File: config.mk
export PLATFORM = sky130hd
export DESIGN_NAME = tea_block_cipher_unit
export DESIGN_NICKNAME = d
export VERILOG_FILES = /design/src/tea_pkg.sv /design/src/tea_half_round.sv /design/src/tea_block_cipher_unit.sv
export SDC_FILE = /design/constraint.sdc
export NUM_CORES = 1
export LEC_CHECK = 0
export BUFFER_PORTS_ARGS = -buffer_cell sky130_fd_sc_hd__buf_2
export CAP_MARGIN = 20
export CORE_MARGIN = 2
export CORE_UTILIZATION = 57
export DETAILED_ROUTE_END_ITERATION = 6
export HOLD_SLACK_MARGIN = 0.1
export PLACE_DENSITY = 0.85
export SYNTH_ARGS = -nofsm -noshare
export SYNTH_HDL_FRONTEND = slang
export SYNTH_HIERARCHICAL = 1
export SYNTH_SLANG_ARGS = --single-unit
File: constraint.sdc
create_clock -name clk_i -period 7.7 [get_ports clk_i]
set_clock_uncertainty 0.15 [all_clocks]
set_input_delay 0.77 -clock clk_i [delete_from_list [all_inputs] [get_ports clk_i]]
set_output_delay 0.77 -clock clk_i [all_outputs]
set_load 0.03 [all_outputs]
File: src/tea_pkg.sv
// Shared types, constants and the TEA mixing function for the TEA cipher block.
package tea_pkg;

  localparam logic [31:0] Delta = 32'h9E37_79B9;
  localparam logic [7:0]  RoundsReset = 8'd32;

  localparam int unsigned CfgIdxW = 3;

  typedef enum logic [CfgIdxW-1:0] {
    CFG_KEY0   = 3'd0,
    CFG_KEY1   = 3'd1,
    CFG_KEY2   = 3'd2,
    CFG_KEY3   = 3'd3,
    CFG_ROUNDS = 3'd4
  } cfg_idx_e;

  typedef enum logic {
    FUNC_ENC = 1'b0,
    FUNC_DEC = 1'b1
  } func_e;

  typedef enum logic {
    ST_IDLE = 1'b0,
    ST_RUN  = 1'b1
  } state_e;

  typedef struct packed {
    logic        func;
    logic [31:0] block_y;
    logic [31:0] block_z;
  } in_t;

  typedef struct packed {
    logic [31:0] out_y;
    logic [31:0] out_z;
  } out_t;

  typedef struct packed {
    logic [31:0] k0;
    logic [31:0] k1;
    logic [31:0] k2;
    logic [31:0] k3;
  } key_t;

  function automatic logic [31:0] mix(input logic [31:0] v, input logic [31:0] sum,
                                      input logic [31:0] kl, input logic [31:0] kr);
    mix = ((v << 4) + kl) ^ (v + sum) ^ ((v >> 5) + kr);
  endfunction

endpackage

File: src/tea_half_round.sv
// One TEA half-round: the shared mix unit and the add or subtract into one half.
module tea_half_round (
  input  logic                func_i,
  input  logic                phase_i,
  input  logic [31:0]         y_i,
  input  logic [31:0]         z_i,
  input  logic [31:0]         sum_i,
  input  tea_pkg::key_t       key_i,
  output logic [31:0]         y_o,
  output logic [31:0]         z_o
);

  logic        src_is_z;
  logic [31:0] v;
  logic [31:0] kl;
  logic [31:0] kr;
  logic [31:0] target;
  logic [31:0] m;
  logic [31:0] upd;

  // The mix reads z and updates y when the phase matches the direction;
  // otherwise it reads y and updates z.
  assign src_is_z = (phase_i == func_i);
  assign v        = src_is_z ? z_i : y_i;
  assign kl       = src_is_z ? key_i.k0 : key_i.k2;
  assign kr       = src_is_z ? key_i.k1 : key_i.k3;
  assign target   = src_is_z ? y_i : z_i;
  assign m        = tea_pkg::mix(v, sum_i, kl, kr);
  assign upd      = (func_i == tea_pkg::FUNC_DEC) ? (target - m) : (target + m);

  assign y_o = src_is_z ? upd : y_i;
  assign z_o = src_is_z ? z_i : upd;

endmodule

File: src/tea_block_cipher_unit.sv
// TEA cipher block: one 64-bit block per beat, one half-round per cycle.
// A new input beat is taken only while the core is idle; input stalls for the
// whole run, since the single mix unit does one half-round each cycle. A run
// that finishes while a result is still waiting holds in the core, and so
// keeps input stalled; a waiting result alone does not block input.
// Reset clears the key words to zero, rounds to 32 and empties the core.
module tea_block_cipher_unit (
  input  logic                          clk_i,
  input  logic                          rst_ni,
  input  logic                          cfg_we_i,
  input  logic [tea_pkg::CfgIdxW-1:0]   cfg_idx_i,
  input  logic [31:0]                   cfg_wdata_i,
  input  logic                          in_valid_i,
  output logic                          in_stall_o,
  input  tea_pkg::in_t                  in_data_i,
  output logic                          out_valid_o,
  input  logic                          out_stall_i,
  output tea_pkg::out_t                 out_data_o
);

  tea_pkg::key_t   key_q;
  logic [7:0]      rounds_q;
  tea_pkg::state_e state_q, state_d;
  logic            func_q;
  logic            phase_q, phase_d;
  logic [7:0]      cnt_q, cnt_d;
  logic [31:0]     y_q, y_d;
  logic [31:0]     z_q, z_d;
  logic [31:0]     sum_q, sum_d;
  logic            out_valid_q, out_valid_d;
  tea_pkg::out_t   out_q, out_d;
  logic [31:0]     y_nx;
  logic [31:0]     z_nx;
  logic            in_fire;
  logic            out_free;

  // Configuration registers.
  always_ff @(posedge clk_i or negedge rst_ni) begin
    if (!rst_ni) begin
      key_q    <= '0;
      rounds_q <= tea_pkg::RoundsReset;
    end else if (cfg_we_i) begin
      case (cfg_idx_i)
        tea_pkg::CFG_KEY0:   key_q.k0 <= cfg_wdata_i;
        tea_pkg::CFG_KEY1:   key_q.k1 <= cfg_wdata_i;
        tea_pkg::CFG_KEY2:   key_q.k2 <= cfg_wdata_i;
        tea_pkg::CFG_KEY3:   key_q.k3 <= cfg_wdata_i;
        tea_pkg::CFG_ROUNDS: rounds_q <= cfg_wdata_i[7:0];
        default: ;
      endcase
    end
  end

  tea_half_round u_half_round (
    .func_i  (func_q),
    .phase_i (phase_q),
    .y_i     (y_q),
    .z_i     (z_q),
    .sum_i   (sum_q),
    .key_i   (key_q),
    .y_o     (y_nx),
    .z_o     (z_nx)
  );

  assign in_stall_o = (state_q != tea_pkg::ST_IDLE);
  assign in_fire    = in_valid_i && !in_stall_o;
  assign out_free   = !out_valid_q || !out_stall_i;

  always_comb begin
    state_d     = state_q;
    phase_d     = phase_q;
    cnt_d       = cnt_q;
    y_d         = y_q;
    z_d         = z_q;
    sum_d       = sum_q;
    out_d       = out_q;
    out_valid_d = out_valid_q && out_stall_i;
    case (state_q)
      tea_pkg::ST_IDLE: begin
        if (in_fire) begin
          state_d = tea_pkg::ST_RUN;
          phase_d = 1'b0;
          cnt_d   = rounds_q;
          y_d     = in_data_i.block_y;
          z_d     = in_data_i.block_z;
          // Decryption starts from the sum that encryption ends with.
          sum_d   = (in_data_i.func == tea_pkg::FUNC_DEC) ?
                    32'(tea_pkg::Delta * {24'd0, rounds_q}) : tea_pkg::Delta;
        end
      end
      tea_pkg::ST_RUN: begin
        if (cnt_q == 8'd0) begin
          if (out_free) begin
            out_d.out_y = y_q;
            out_d.out_z = z_q;
            out_valid_d = 1'b1;
            state_d     = tea_pkg::ST_IDLE;
          end
        end else begin
          y_d     = y_nx;
          z_d     = z_nx;
          phase_d = !phase_q;
          if (phase_q) begin
            cnt_d = cnt_q - 8'd1;
            sum_d = (func_q == tea_pkg::FUNC_DEC) ? (sum_q - tea_pkg::Delta) :
                                                    (sum_q + tea_pkg::Delta);
          end
        end
      end
      default: state_d = tea_pkg::ST_IDLE;
    endcase
  end

  always_ff @(posedge clk_i or negedge rst_ni) begin
    if (!rst_ni) begin
      state_q     <= tea_pkg::ST_IDLE;
      phase_q     <= 1'b0;
      cnt_q       <= '0;
      out_valid_q <= 1'b0;
    end else begin
      state_q     <= state_d;
      phase_q     <= phase_d;
      cnt_q       <= cnt_d;
      out_valid_q <= out_valid_d;
    end
  end

  always_ff @(posedge clk_i) begin
    y_q   <= y_d;
    z_q   <= z_d;
    sum_q <= sum_d;
    out_q <= out_d;
    if (in_fire) begin
      func_q <= in_data_i.func;
    end
  end

  assign out_valid_o = out_valid_q;
  assign out_data_o  = out_q;

`ifndef SYNTH
  // An accepted beat starts a run with the configured round count.
  assert property (@(posedge clk_i) disable iff (!rst_ni)
    in_fire |=> (state_q == tea_pkg::ST_RUN) && (cnt_q == $past(rounds_q)))
    else $error("run did not start with the configured round count");

  // A new result only appears as a run finishes.
  assert property (@(posedge clk_i) disable iff (!rst_ni)
    $rose(out_valid_o) |-> ($past(state_q) == tea_pkg::ST_RUN) &&
                           ($past(cnt_q) == 8'd0) && (state_q == tea_pkg::ST_IDLE))
    else $error("result appeared outside the end of a run");

  // The second half of a round never runs with no rounds left.
  assert property (@(posedge clk_i) disable iff (!rst_ni)
    ((state_q == tea_pkg::ST_RUN) && phase_q) |-> (cnt_q != 8'd0))
    else $error("half-round phase out of step with the round count");

  // A finished run never overwrites a result that is still waiting.
  assert property (@(posedge clk_i) disable iff (!rst_ni)
    (out_valid_o && out_stall_i) |=> $stable(out_data_o))
    else $error("waiting result was overwritten");
`endif

endmodule
* Word-level counts from Yosys, hierarchy flattened
Index checks and enable logic that the tools add are counted.
** Storage, ports and cells
- Logic and storage cells :: 89
- Output and inout bits :: 66
- Flip-flop bits (word level) :: 308
- Input bits :: 105
** Operators by class
- Muxes and demuxes :: 33
- $mul :: 1
- Reduce and logical (&&, ||, !) cells :: 19
- Equality and inequality tests :: 10
- Add/subtract/negate cells :: 8
- Bitwise logic cells :: 3
** Operators with widths (number)
- $mux W32 :: 16
- $pmux W32 S2 :: 3
- $add A32 B32 Y32 :: 3
- $xor A32 B32 Y32 :: 2
- $add A27 B32 Y32 :: 1
- $add A32 B32 Y32 const B :: 1
- $mul A32 B8 Y32 const A :: 1
- $sub A32 B32 Y32 :: 1
- $sub A32 B32 Y32 const B :: 1
- $mux W8 :: 3
- $pmux W8 S2 :: 1
- $reduce_and A2 Y1 :: 6
- $reduce_and A3 Y1 :: 4
- $logic_not A8 Y1 :: 1
- $mux W1 :: 8
- $sub A8 B1 Y8 const B :: 1
- $eq A3 B2 Y1 const B :: 2
- $ne A2 B2 Y1 const B :: 3
- $logic_not A1 Y1 :: 4
- $ne A2 B1 Y1 const B :: 2
- $pmux W1 S2 :: 2
- $eq A3 B1 Y1 const B :: 1
- $eq A3 B3 Y1 const B :: 1
- $logic_not A3 Y1 :: 1
- other kinds (4) :: 5

* Longest topological paths before layout
- Word-level depth :: 10
- Mapped depth :: 36
- Depth with buffers taken out :: 30

* Hierarchy
Netlist, hierarchy kept.
** Modules (own cells, without submodules)
- tea_block_cipher_unit :: area each 16779.8 um2, cells an instance 1301, seq. area each 8514.4 um2, times used 1
- tea_half_round :: area each 9043.7 um2, cells an instance 1412, seq. area each 0.0 um2, times used 1

* Worst setup path after synthesis
OpenSTA, ideal clock, no wires.
- Path kind :: reg2reg
- Start :: register func_q
- End :: register z_q[31] (data pin)
- Setup time :: 260 ps
- Buffers on the path :: 5
- Stages on the path, launching flop included :: 34
- Data required time :: 7290 ps
- Slack :: -474 ps
- Arrival time :: 7764 ps
- Clock period less this slack :: 8174 ps
- Cell sequence :: edfxtp_1 buf_2 xnor2_1 buf_2 clkbuf_1 clkbuf_1 buf_1 nand2_1 nand2_1 ha_1 fa_1 a21oi_1 o211ai_1 xnor2_1 xnor2_1 nor4b_1 nand2_1 nor3_1 nand4bb_1 or2_2 o21ai_0 xor2_1 ha_1 o21ai_0 nand2b_1 and3_1 a221o_1 a41o_1 a221o_1 a21oi_1 xnor2_2 xnor2_2 a311oi_1 mux2_2
** On the way
- Cells in the longest elaborated chain, start to end :: 10
- Elaborated cells on any way between the ends :: 16
- Those cells by class :: add/sub (5); eq/ne (1); mux (8); bitwise (2)
** Ends and longest elaborated chain
- start, declared :: RTL line tea_block_cipher_unit.sv:24 : logic func_q;
- start signal, assigned :: RTL line tea_block_cipher_unit.sv:134 : func_q <= in_data_i.func;
- $eq A1 B1 Y1 :: RTL line tea_half_round.sv:23 : assign src_is_z = (phase_i == func_i);
- $mux W32, on equally long branches :: RTL line tea_half_round.sv:25, tea_half_round.sv:24
- $add A32 B32 Y32 :: RTL line tea_pkg.sv:47 : mix = ((v << 4) + kl) ^ (v + sum) ^ ((v >> 5) + kr);
- $xor A32 B32 Y32 (2 in a row) :: RTL line tea_pkg.sv:47
- $add A32 B32 Y32 or $sub A32 B32 Y32 (tied branches) :: RTL line tea_half_round.sv:29 : assign upd = (func_i == tea_pkg::FUNC_DEC) ? (target - m) : (target + m);
- $mux W32 (*) :: RTL line tea_half_round.sv:29
- $mux W32 (*) :: RTL line tea_half_round.sv:32 : assign z_o = src_is_z ? z_i : upd;
- named net z_nx[31] :: RTL line tea_block_cipher_unit.sv:33 : logic [31:0] z_nx;
- $mux W32 (*) :: RTL line tea_block_cipher_unit.sv:92 : if (cnt_q == 8'd0) begin
- $pmux W32 S2 (*) :: RTL line tea_block_cipher_unit.sv:78 : case (state_q)
- named net z_d[31] :: RTL line tea_block_cipher_unit.sv:28 : logic [31:0] z_q, z_d;
- end signal, assigned :: RTL line tea_block_cipher_unit.sv:130 : z_q <= z_d;
- end, declared :: RTL line tea_block_cipher_unit.sv:28
Mark *: on every way through the listed nets, which the timed path passes. The rest lies on a longest branch. The select of a mux whose other input is x is not followed.
A chain may end at the register's enable or synchronous reset.

* Worst setup path after layout
Same ends and word-level chain as after synthesis.

==> out/results.tsv <==
metric	value	unit
largest fanout on the critical path	15	
initial antenna violation count	3	
Die H	217	µm
post-synthesis register bit count	308	
CTS sink count	308	
Iter 0 DRT Violations	2268	
Cells after Synth	2713	
Num CTS Buffers	34	
fmax	0.132	GHz
CP endpoint kind	flip-flop	
Core Region	0.0445	mm²
Synth cell types	95	
syn avg cell area	9.52	µm²
routed vias	22100	
Max H-tree Level	2	
Routed wire per std cell	21.5	µm
Yosys top cell by area	edfxtp_1	
endpoints failing setup	0	
class of the worst hold path	primary input to async pin	
vias in the first global route	21600	
yosys warns	6	
Post-Syn Area	0.0258	mm²
Die W	217	µm
post-synth top area share	0.187	
Post-CTS Hold Fix Bufs	0	
critical path startpoint category	flip-flop	
Initial Util	0.580	
total track usage	0.312	
Finished Core Util	0.664	
number of synthesized flops with an enable pin	161	
Die Area	0.0470	mm²
Worst Slack Setup Final	0.132	ns
Worst-path clk slew	0.06	ns
Max stage delay cell, worst path	o211ai_1	
Net Count, Synth	3103	
top_reg_cell synth	edfxtp_1	
Crit path required time	7.84	ns
DR vias/cell	6.21	
drt pass-1 iters	6	
crit path DAT	7.71	ns
row cnt	77	
share of cells above drive strength 1	0.217	
max cap viols	0	
Root Buffer Master	clkbuf_16	
CTS tree	yes	
Layout Nets	3335	
Residual DRC	0	
Worst-Skew Late Latency	0.54	ns
Fillers	3382	
register area share after synthesis	0.330	
first-pass GRT wire length	116	mm
minimum clock period	7.57	ns
count leader, synth	nand2_1	
RSZ-0062 raised after global routing	yes	
WP buf/inv	5	
Cells after DPL	3479	
DP Worst Slack	-0.292	ns
io pins	171	
Antenna Nets Post-Route	0	
CTS max path bufs	3	
Cell Count, Final, Fillers Out	3562	
total routed wirelength	76.4	mm
Area Overhead vs Synth	14.4	%
synth top area cells	edfxtp_1 (19%), dfrtp_1 (14%), ha_1 (11%), mux2_2 (8.5%), nand2_1 (6.6%)	
fin. max-slew vios	0	
Least-Margin Pin Slew	1.13	ns
IO buf count	170	
gr ovfl total	0	
status	completed	
worst rel slew slack	0.243	
final hold vios	0	
top cells by count, synth	nand2_1 (452), ha_1 (220), mux2_2 (195)	
Worst path top cell family by delay	compound AO/OA/AOI/OAI gates	
fin crit share	0.983	
largest net degree at the start of global routing	80	
Post-synth ARST share	0.477	
Setup TNS	0	ns
Crit Path Class	flip-flop to flip-flop	
RD Place Congestion	1.04	
post-DP HPWL	57.8	mm
CP max stage delay	0.54	ns
## registers in the layout, indices dropped and copies added (netlist names)
register	cells
out_valid_o	1
rounds_q	8
in_stall_o	1
y_q	32
phase_q	1
out_data_o	64
func_q	1
key_q	128
sum_q	32
z_q	32
cnt_q	8
## what timing repair did
item,4_1_cts,5_1_grt
gates resized for setup,5,70
setup endpoints to repair,2,18
cloned,1,4
setup buffers,1,15
pin swaps,1,29
## logic make-up (layout without fill, tap and decap cells)
logic type | count (synthesis) | after routing | share of synthesized area
adder cells (fa/ha/maj) | 285 | 285 | 0.157
XOR/XNOR | 261 | 262 | 0.0946
AND/OR/NAND/NOR | 769 | 769 | 0.131
AO/OA/AOI/OAI | 634 | 634 | 0.159
flip-flops | 308 | 308 | 0.330
other | 0 | 1 | 0
buffers and inverters | 243 | 498 | 0.0362
multiplexers | 213 | 213 | 0.0920
## area by class of cell
type	count	area, µm²	area share
Sequential cell	308	8520	0.288
Inverter	151	567	0.0192
Clock buffer	47	983	0.0333
Tap cell	592	741	0.0251
Multi-Input combinational cell	2163	16800	0.567
Timing Repair Buffer	287	1890	0.0638
Clock inverter	13	91.3	0.00309
Antenna cell	1	2.50	0.0000847
## path summary, 6_finish.rpt
path / cells past startpoint / endpoint / start / slack (ns)
worst max-delay path: 33 / z_q[31] / func_q / 0.13
worst min-delay path: 1 / key_q[82] / rst_ni / 0.11
worst min register to register: 0 / out_data_o[53] / y_q[21] / 0.33
min in group clk_i: 3 / out_valid_o / out_stall_i / 0.33
max in group asynchronous: 2 / in_stall_o / rst_ni / 5.77
worst max register to register: 33 / z_q[31] / func_q / 0.13
## layer usage
| layer | vias up | wire [µm] | share of wire | track usage |
|---|---|---|---|---|
| li1 | 10100 | - | - | - |
| met1 | 10700 | 30700 | 0.40 | 0.410 |
| met2 | 1091 | 36400 | 0.48 | 0.530 |
| met3 | 210 | 6280 | 0.082 | 0.0491 |
| met4 | 6 | 2980 | 0.039 | 0.0973 |
| met5 | - | 39 | 0.00051 | 0 |
## stage by stage
stage / hold slack [ns] / instance area [µm²]
detailed placement: 0.315 / 27900
floorplan: 0.300 / 25800
CTS: 0.126 / 29000
finish: 0.110 / 29600
global placement: 0.313 / 27900
global route: 0.164 / 29600
## cells in the final DEF (no fill, tap or decap), types with 13 or more instances in the layout
master / count
inv_1: 151
mux2i_1: 18
xor2_1: 74
nand2_1: 448
dfrtp_1: 144
a211oi_1: 17
nor2_1: 105
o21ai_0: 149
edfxtp_1: 161
o211ai_1: 18
and3_1: 14
a31oi_1: 30
a211oi_2: 13
o21bai_1: 20
ha_1: 215
mux2_2: 195
o21a_1: 23
buf_4: 102
nand2b_1: 25
xnor2_1: 166
a21o_1: 60
clkbuf_16: 40
nor2b_1: 13
a21oi_1: 154
fa_1: 64
nand4_1: 17
nand3_1: 52
nor3_1: 27
a22oi_1: 15
buf_2: 169
## worst register-to-register path, delay by kind of cell (launching register included)
family / cells / cell delay [ns]
AND/OR/NAND/NOR: 10 / 1.61
XOR/XNOR: 6 / 1.02
flip-flops: 1 / 0.42
AO/OA/AOI/OAI: 9 / 2.44
buffers and inverters: 5 / 0.69
adder cells (fa/ha/maj): 2 / 0.69
multiplexers: 1 / 0.30
Power is left out: the tool's default activity adds up to more than one toggle a clock period on the data nets, which glitch-free logic cannot reach.
